<file path="src/rtl/spq_pkg.sv">
// Shared types and constants for the sorted priority queue.
// No dependencies.
`timescale 1ns / 1ps
`default_nettype none
package spq_pkg;

    localparam int KEY_W        = 32;
    localparam int REQ_W        = 2;
    localparam int ST_W         = 2;
    localparam int OCC_W        = 5;
    localparam int CAPACITY_DEF = 16;

    typedef enum logic [REQ_W-1:0] {
        REQ_INSERT  = 2'd0,
        REQ_PEEK    = 2'd1,
        REQ_EXTRACT = 2'd2
    } req_t;

    typedef enum logic [ST_W-1:0] {
        ST_OK    = 2'd0,
        ST_EMPTY = 2'd1,
        ST_FULL  = 2'd2
    } status_t;

    typedef enum logic [1:0] {
        S_IDLE,
        S_EXEC,
        S_RESP
    } ctl_state_t;

    typedef struct packed {
        logic    load;
        logic    insert;
        logic    extract;
        logic    result;
        logic    take_min;
        status_t st;
    } spq_cmd_t;

    typedef struct packed {
        logic is_insert;
        logic is_peek;
        logic is_extract;
        logic full;
        logic empty;
    } spq_stat_t;

endpackage
`default_nettype wire

</file>
<file path="src/rtl/spq_datapath.sv">
// Datapath: sorted key cell array, key count, request and result registers.
// Depends on spq_pkg.
`timescale 1ns / 1ps
`default_nettype none
module spq_datapath #(
    parameter int CAPACITY = spq_pkg::CAPACITY_DEF
) (
    input  wire logic                         clk,
    input  wire logic                         rst_n,
    input  wire logic [spq_pkg::REQ_W-1:0]    req_type,
    input  wire logic signed [spq_pkg::KEY_W-1:0] key,
    input  wire spq_pkg::spq_cmd_t            cmd,
    output spq_pkg::spq_stat_t                stat,
    output logic signed [spq_pkg::KEY_W-1:0]  min_key,
    output logic [spq_pkg::ST_W-1:0]          status,
    output logic [spq_pkg::OCC_W-1:0]         occupancy
);
    import spq_pkg::*;

    localparam int CNT_W = $clog2(CAPACITY + 1);

    logic signed [KEY_W-1:0] cell_reg [CAPACITY];
    logic signed [KEY_W-1:0] cell_next [CAPACITY];
    logic [CAPACITY-1:0]     gt;
    logic [CNT_W-1:0]        count_reg;
    logic [CNT_W-1:0]        count_next;
    logic [REQ_W-1:0]        req_reg;
    logic signed [KEY_W-1:0] key_reg;
    logic signed [KEY_W-1:0] min_key_reg;
    logic [ST_W-1:0]         status_reg;

    always_comb
    begin
        for (int i = 0; i < CAPACITY; i++)
        begin
            if (CNT_W'(i) < count_reg)
                gt[i] = cell_reg[i] > key_reg;
            else
                gt[i] = (CNT_W'(i) == count_reg);
        end
    end

    always_comb
    begin
        for (int i = 0; i < CAPACITY; i++)
        begin
            cell_next[i] = cell_reg[i];
            if (cmd.insert)
            begin
                if (gt[i])
                begin
                    if (i > 0 && gt[(i > 0) ? i - 1 : 0])
                        cell_next[i] = cell_reg[(i > 0) ? i - 1 : 0];
                    else
                        cell_next[i] = key_reg;
                end
            end
            else if (cmd.extract)
            begin
                if (i < CAPACITY - 1)
                    cell_next[i] = cell_reg[(i < CAPACITY - 1) ? i + 1 : i];
            end
        end
    end

    always_comb
    begin
        count_next = count_reg;
        if (cmd.insert)
            count_next = count_reg + CNT_W'(1);
        else if (cmd.extract)
            count_next = count_reg - CNT_W'(1);
    end

    always_ff @(posedge clk)
    begin
        for (int i = 0; i < CAPACITY; i++)
            cell_reg[i] <= cell_next[i];
        if (cmd.load)
        begin
            req_reg <= req_type;
            key_reg <= key;
        end
        if (cmd.result)
        begin
            min_key_reg <= cmd.take_min ? cell_reg[0] : '0;
            status_reg  <= cmd.st;
        end
    end

    always_ff @(posedge clk or negedge rst_n)
    begin
        if (!rst_n)
            count_reg <= '0;
        else
            count_reg <= count_next;
    end

    assign stat.is_insert  = (req_reg == REQ_INSERT);
    assign stat.is_peek    = (req_reg == REQ_PEEK);
    assign stat.is_extract = (req_reg == REQ_EXTRACT);
    assign stat.full       = (count_reg == CNT_W'(CAPACITY));
    assign stat.empty      = (count_reg == '0);

    assign min_key   = min_key_reg;
    assign status    = status_reg;
    assign occupancy = OCC_W'(count_reg);

endmodule
`default_nettype wire

</file>
<file path="src/rtl/spq_ctrl.sv">
// Controller: accept, execute and respond sequence for one item at a time.
// Depends on spq_pkg.
`timescale 1ns / 1ps
`default_nettype none
module spq_ctrl (
    input  wire logic               clk,
    input  wire logic               rst_n,
    input  wire logic               in_valid,
    output logic                    in_ready,
    output logic                    out_valid,
    input  wire logic               out_ready,
    input  wire spq_pkg::spq_stat_t stat,
    output spq_pkg::spq_cmd_t       cmd
);
    import spq_pkg::*;

    ctl_state_t state_reg;
    ctl_state_t state_next;

    always_comb
    begin
        state_next = state_reg;
        unique case (state_reg)
            S_IDLE:  if (in_valid) state_next = S_EXEC;
            S_EXEC:  state_next = S_RESP;
            S_RESP:  if (out_ready) state_next = S_IDLE;
            default: state_next = S_IDLE;
        endcase
    end

    always_ff @(posedge clk or negedge rst_n)
    begin
        if (!rst_n)
            state_reg <= S_IDLE;
        else
            state_reg <= state_next;
    end

    always_comb
    begin
        in_ready     = 1'b0;
        out_valid    = 1'b0;
        cmd          = '0;
        cmd.st       = ST_OK;
        unique case (state_reg)
            S_IDLE:
            begin
                in_ready = 1'b1;
                cmd.load = in_valid;
            end
            S_EXEC:
            begin
                cmd.result = 1'b1;
                priority if (stat.is_insert)
                begin
                    if (stat.full)
                        cmd.st = ST_FULL;
                    else
                        cmd.insert = 1'b1;
                end
                else if (stat.is_peek || stat.is_extract)
                begin
                    if (stat.empty)
                        cmd.st = ST_EMPTY;
                    else
                    begin
                        cmd.take_min = 1'b1;
                        cmd.extract  = stat.is_extract;
                    end
                end
                else
                begin
                    cmd.st = ST_OK;
                end
            end
            S_RESP:
            begin
                out_valid = 1'b1;
            end
            default:
            begin
                in_ready = 1'b0;
            end
        endcase
    end

endmodule
`default_nettype wire

</file>
<file path="src/rtl/sorted_priority_queue_top.sv">
// Sorted priority queue: one request per item, one result per request; each
// item passes through accept, execute and present states, the present state
// held through any output stall. The whole cell array compares against the
// new key and shifts in the execute state, so the per-item time does not grow
// with CAPACITY; the next item is accepted only after the result has been
// taken. Top level; depends on spq_pkg, spq_ctrl and spq_datapath.
`timescale 1ns / 1ps
`default_nettype none
module sorted_priority_queue_top #(
    parameter int CAPACITY = spq_pkg::CAPACITY_DEF
) (
    input  wire logic                             clk,
    input  wire logic                             rst_n,
    input  wire logic                             in_valid,
    output logic                                  in_ready,
    input  wire logic [spq_pkg::REQ_W-1:0]        req_type,
    input  wire logic signed [spq_pkg::KEY_W-1:0] key,
    output logic                                  out_valid,
    input  wire logic                             out_ready,
    output logic signed [spq_pkg::KEY_W-1:0]      min_key,
    output logic [spq_pkg::ST_W-1:0]              status,
    output logic [spq_pkg::OCC_W-1:0]             occupancy
);
    import spq_pkg::*;

    spq_cmd_t  cmd;
    spq_stat_t stat;

    spq_ctrl u_ctrl (
        .clk       (clk),
        .rst_n     (rst_n),
        .in_valid  (in_valid),
        .in_ready  (in_ready),
        .out_valid (out_valid),
        .out_ready (out_ready),
        .stat      (stat),
        .cmd       (cmd)
    );

    spq_datapath #(
        .CAPACITY (CAPACITY)
    ) u_datapath (
        .clk       (clk),
        .rst_n     (rst_n),
        .req_type  (req_type),
        .key       (key),
        .cmd       (cmd),
        .stat      (stat),
        .min_key   (min_key),
        .status    (status),
        .occupancy (occupancy)
    );

endmodule
`default_nettype wire

</file>
<file path="config.mk">
export PLATFORM = sky130hd
export DESIGN_NAME = sorted_priority_queue_top
export DESIGN_NICKNAME = d
export VERILOG_FILES = /design/src/rtl/spq_pkg.sv /design/src/rtl/spq_datapath.sv /design/src/rtl/spq_ctrl.sv /design/src/rtl/sorted_priority_queue_top.sv
export SDC_FILE = /design/constraint.sdc
export NUM_CORES = 2
export LEC_CHECK = 0
export ABC_AREA = 1
export BUFFER_PORTS_ARGS = -buffer_cell sky130_fd_sc_hd__buf_2
export CORE_MARGIN = 5
export CORE_UTILIZATION = 30
export CTS_BUF_LIST = sky130_fd_sc_hd__clkbuf_16
export DETAILED_ROUTE_END_ITERATION = 6
export MAX_ROUTING_LAYER = met4
export PLACE_DENSITY = 0.5
export SLEW_MARGIN = 20
export SYNTH_ARGS = -nofsm -noshare
export SYNTH_HDL_FRONTEND = slang
export SYNTH_SLANG_ARGS = --single-unit
</file>
<file path="constraint.sdc">
create_clock -name clk -period 7.7 [get_ports clk]
set_input_delay 1.155 -clock clk [delete_from_list [all_inputs] [get_ports clk]]
set_output_delay 1.155 -clock clk [all_outputs]
set_load 0.005 [all_outputs]
</file>
* Word-level counts from Yosys, hierarchy flattened
Memories as Yosys holds them, arrays and structs flattened.
Index checks and enable logic that the tools add are counted.
** Word-level totals
- Register bits after elaboration :: 75
- RAM bits :: 512
- Input port bits :: 38
- Output and inout bits :: 41
- Word-level logic and storage cells :: 168
- Memories kept :: 1
** Operators by class
- Add/subtract/negate cells :: 2
- Magnitude comparators :: 32
- Equal/unequal tests :: 22
- Mux-type cells :: 99
- Reduce and logical (&&, ||, !) cells :: 6
** Memory list
- u_datapath.cell_reg :: depth 16, bits a word 32, read ports 16, clocked after memory_dff 0, write ports 16, line spq_datapath.sv:22 : logic signed [KEY_W-1:0] cell_reg [CAPACITY];
** Operators with widths (count)
- 32-bit two-way mux :: 62
- 32-bit > comparator :: 16
- 4-bit by 5-bit equality test with 1-bit output (first input constant) :: 8
- 4-bit by 5-bit less-than comparator with 1-bit output (first input constant) :: 8
- 1-bit two-way mux :: 28
- 3-bit by 5-bit equality test with 1-bit output (first input constant) :: 4
- 3-bit by 5-bit less-than comparator with 1-bit output (first input constant) :: 4
- 2-bit by 5-bit equality test with 1-bit output (first input constant) :: 2
- 1-bit by 5-bit less-than comparator with 1-bit output (first input constant) :: 2
- 2-bit by 5-bit less-than comparator with 1-bit output (first input constant) :: 2
- 2-bit two-way mux :: 5
- 5-bit two-way mux :: 2
- 6-bit two-way mux :: 1
- 2-bit one-hot mux with 3 select lines :: 1
- 5-bit by 1-bit adder with 5-bit output (second input constant) :: 1
- 1-bit by 5-bit equality test with 1-bit output (first input constant) :: 1
- 5-bit equality test (second input constant) :: 1
- 5-bit logical NOT :: 1
- 5-bit by 1-bit subtractor with 5-bit output (second input constant) :: 1
- 2-bit by 1-bit equality test with 1-bit output (second input constant) :: 2
- 2-bit equality test (second input constant) :: 2
- 2-bit logical NOT :: 2
- 2-bit != test (second input constant) :: 2
- 2-bit AND reduction :: 1
- 2 further kinds :: 2

* Logic depth before layout (Yosys ltp)
- Depth after elaboration :: 7
- Depth in mapped cells :: 22
- Depth with buffers taken out :: 21

* By module
A second synthesis with hierarchy kept.
** Unflattened totals
- Cell total of the unflattened synthesis :: 5539
- Area, all modules :: 42079.1 µm²
** Modules (own cells, without submodules)
- spq_datapath :: instances 1, cells each 5513, area an instance 41916.5 µm², seq. area each 17541.8 µm²
- spq_ctrl :: instances 1, cells each 26, area an instance 162.7 µm², seq. area each 50.0 µm²

* Least setup slack after synthesis
No wires, ideal clock.
- Path kind :: register -> register
- Start :: reg, netlist name u_ctrl.state_reg[0]
- End :: mem u_datapath.cell_reg[15][0], in the netlist u_datapath.cell_reg[1][224], enable pin
- Library setup time :: 432 ps
- Data arrival time :: 4561 ps
- Required time :: 7268 ps
- Setup slack :: 2707 ps
- Stages on the path, launching flop included :: 11
- Buffers on the path :: 2
- Clock period less this slack :: 4993 ps
- Cell sequence :: dfrtp_1 inv_1 nor2_1 inv_1 nor2_1 nand2_1 inv_1 buf_2 clkbuf_1 nand2_1 a21oi_1
** RTL lines (line)
- end: declaration :: spq_datapath.sv:22

==> impl_metrics.yaml <==
outcome:
  status: "completed"
route:
  drt-total-wl_mm: 188
  viasPerCell: 5.29
  drc: 0
  drtIter0Drc: 4352
  wl_per_cell_um: 24.8
  vias: 40100
  first_pass_iters: 6
  antenna_left: 0
layout:
  drive_gt1_share_pct: 6.18
  fill_cells: 15300
  syn2layout_area_growth_pct: 11.2
  design_area_mm2: 0.0481
  multi_input_area_mm2: 0.0221
  regArea_mm2: 0.0176
  largest_reg_flops: 512
  final_nets: 6166
hold_path:
  hold_class: "input port to asynchronous set/reset pin"
synth:
  synthFlopType: "edfxtp_1"
  yosysUniqueCellTypes: 41
  seq_area_frac_synth_pct: 40.7
  async_flop_share_pct: 1.19
  synthCells: 5606
  syn-mean-instance-area_um2: 7.72
  synth-edff-count: 580
  synth_warnings: 0
  synth_area_mm2: 0.0433
  syn-num-nets: 6163
  ys_ff_latch: 587
global_routing:
  grt_util_all_layers_pct: 24.6
  grt_pass1_wl_mm: 268
  antenna_found_initial: 11
  grt_pass1_vias: 37900
  grt_overflow: 0
  grt_max_degree: 101
critical_path:
  cpMostUsedCell: "nand2_1"
  crit_arrival_ps: 5480
  crit_path_cell_trace: "inv_1, buf_4, ha_1, a21oi_1, nor2_1, nor2_1, nand3_1, nand2_1, nand2_1, nand2_1, nand3_1, nand2_1, nand3_2, nand2_2, nand2_1, nand2_2"
  crit_slowest_cell: "nand2_2"
  required_ps: 7990
  critPathLaunchType: "flop"
  max_stage_delay_ps: 940
  cp_num_buf_inv: 2
  crit_type: "flop to flop"
  cp_top_family: "simple AND/OR/NAND/NOR gates"
  worstSetupEndpointType: "flop"
  crit_fanout: 33
timing:
  final_hold_viol_count: 0
  max_freq_ghz: 0.193
  whs_ps: 314
  drv_slew: 0
  slew_headroom_pct: 25.5
  min_period_ps: 5190
  period_share_pct: 67.3
  rsz0062_at_grt: "false"
  finalClockSkew_ps: 40.8
  setup_viol: 0
  fin_tns_setup_ps: 0
  tightest_slew_ps: 1120
cts:
  ctsHoldBuffers: 0
  clkSlewWorstSetupHoldPaths_ps: 60
  cts_root_buffer: "clkbuf_16"
  clock_sinks: 587
  worstSkewPairLatency_ps: 710
  post-cts-setup-buffers: 0
  cts_resized: 0
  tritoncts: "yes"
  cts_buffers: 75
  htreeDepth: 3
  cts_buffer_depth: 3
power_and_ir_drop:
  swShare_pct: 44.2
  total_switching_power_w: 0.00607
  intPower_w: 0.00767
  p_seq_share_pct: 32.0
  p_leak_nw: 23.6
  peakVddDrop_v: 0.000203
  p_per_area_mw_per_mm2: 286
  p_clk_share_pct: 26.5
  combPwrFrac_pct: 41.6
floorplanning:
  die_area_mm2: 0.152
  rows: 139
  ioPinCount: 79
  die_w_um: 390
  core-area_mm2: 0.143
  die_h_um: 390
  start_util_pct: 30.2
place:
  dpl.hpwl_mm: 136
  placed_area_mm2: 0.0457
  io_buffers: 78
  place_congestion: 0.953
job:
  maxCapViolCount: 0
-- logic make-up (layout without fill, tap and decap cells) --
logic type	Yosys count	count (layout)	synth area share, %
compound gates	403	403	4.94
xor+xnor	4	4	0.0809
fa+ha+maj	519	519	15.0
buf+inv	886	942	8.32
flops	587	587	40.7
other cells	0	7	0
simple gates	3207	3207	31.0
-- worst reg2reg max path: stages (launching register included) --
cell and delay, ps:
edfxtp_1 420, inv_1 480, buf_4 300, ha_1 260, a21oi_1 180, nor2_1 60
nor2_1 100, nand3_1 90, nand2_1 60, nand2_1 60, nand2_1 90, nand3_1 70
nand2_1 90, nand3_2 660, nand2_2 950, nand2_1 150, nand2_2 740
-- metal layers --
| metal | track usage, % | routed length (um) | up-vias |
|---|---|---|---|
| li1 | - | - | 18600 |
| met1 | 31.6 | 79100 | 19400 |
| met2 | 38.6 | 86100 | 1778 |
| met3 | 4.54 | 14600 | 352 |
| met4 | 9.35 | 7840 | 0 |
| met5 | - | 0 | - |
-- path summary, 6_finish.rpt --
check	startpoint	endpoint	slack (ps)	depth (start not counted)
worst max-delay path	u_datapath.key_reg[5]$_DFFE_PP_	u_datapath.cell_reg[1][215]$_DFFE_PP_	2510	16
worst min-delay path	rst_n	u_ctrl.state_reg[0]$_DFFE_PN0P_	310	1
worst max register to register	u_datapath.key_reg[5]$_DFFE_PP_	u_datapath.cell_reg[1][215]$_DFFE_PP_	2510	16
worst min register to register	u_ctrl.state_reg[0]$_DFFE_PN0P_	u_ctrl.state_reg[0]$_DFFE_PN0P_	500	1
max in group asynchronous	rst_n	u_datapath.occupancy[2]$_DFFE_PN0P_	7190	1
min in group clk	u_ctrl.state_reg[0]$_DFFE_PN0P_	u_ctrl.state_reg[0]$_DFFE_PN0P_	500	1
-- synthesized netlist by cell type (2+ instances only) --
library cell / n / share of area [%]
nand2_1: 2127 / 18
nand3_1: 794 / 9.2
inv_1: 615 / 5.3
edfxtp_1: 580 / 40
ha_1: 519 / 15
a21oi_1: 250 / 2.9
nor2_1: 169 / 1.5
buf_2: 149 / 1.7
o21ai_0: 109 / 1.3
clkbuf_1: 91 / 0.79
nand4_1: 33 / 0.48
nor3_1: 22 / 0.25
o21a_1: 15 / 0.26
nand2_2: 14 / 0.20
buf_4: 12 / 0.21
nand3_2: 11 / 0.25
nand3b_1: 10 / 0.17
nor4_1: 10 / 0.14
a31oi_1: 7 / 0.10
dfrtp_1: 7 / 0.40
inv_2: 7 / 0.061
o21bai_1: 7 / 0.12
buf_1: 6 / 0.052
buf_6: 6 / 0.16
nor3b_1: 4 / 0.069
nor4_2: 4 / 0.12
o211ai_1: 4 / 0.069
xor2_1: 4 / 0.081
nor3b_2: 3 / 0.087
a21boi_0: 2 / 0.035
a21o_1: 2 / 0.035
a32oi_1: 2 / 0.040
a41oi_2: 2 / 0.075
nor2_2: 2 / 0.029
-- per-stage QoR --
step | power, W | utilization (%) | std cells | setup WS, ps
2_1_floorplan | 0.00809 | - | 5606 | 2710
3_3_place_gp | 0.0100 | 31.8 | 7435 | 2520
3_5_place_dp | 0.0101 | 31.8 | 7435 | 2610
4_1_cts | 0.0137 | 33.5 | 7565 | 2560
5_1_grt | 0.0145 | 33.5 | 7571 | 2260
6_report | 0.0137 | 33.5 | 7572 | 2510
-- power groups by stage --
| stage | clock network [W] | logic (W) | registers (W) |
|---|---|---|---|
| 2_1_floorplan | 0 | 0.00382 | 0.00427 |
| 3_3_place_gp | 0 | 0.00557 | 0.00444 |
| 3_5_place_dp | 0 | 0.00561 | 0.00444 |
| 4_1_cts | 0.00368 | 0.00564 | 0.00438 |
| 5_1_grt | 0.00380 | 0.00632 | 0.00441 |
| 6_report | 0.00364 | 0.00571 | 0.00439 |
-- layout by cell type, fill, tap and decap left out, types with 8 or more instances in the layout --
cell,synthesis,routed
edfxtp_1,580,580
nor4_1,10,10
clkinv_1,0,11
nor2_1,169,168
clkbuf_16,0,75
nand3_1,794,794
inv_1,615,629
buf_2,149,78
nand2_1,2127,2120
nand4_1,33,33
o21a_1,15,15
bufinv_16,0,8
a21oi_1,250,249
buf_4,12,111
o21ai_0,109,109
nand2_2,14,20
nand3b_1,10,10
nand3_2,11,11
ha_1,519,519
nor3_1,22,22
clkinv_2,0,12
-- final cells by class --
type	count	share of cell area [%]
tap	1903	4.95
inverter	622	4.87
clock buffer	75	3.90
sequential	587	36.6
clock inverter	55	1.10
multi-input combinational	4133	46.0
antenna	7	0.0364
timing repair buffer	190	2.59
Power figures use the tool's default switching activity.
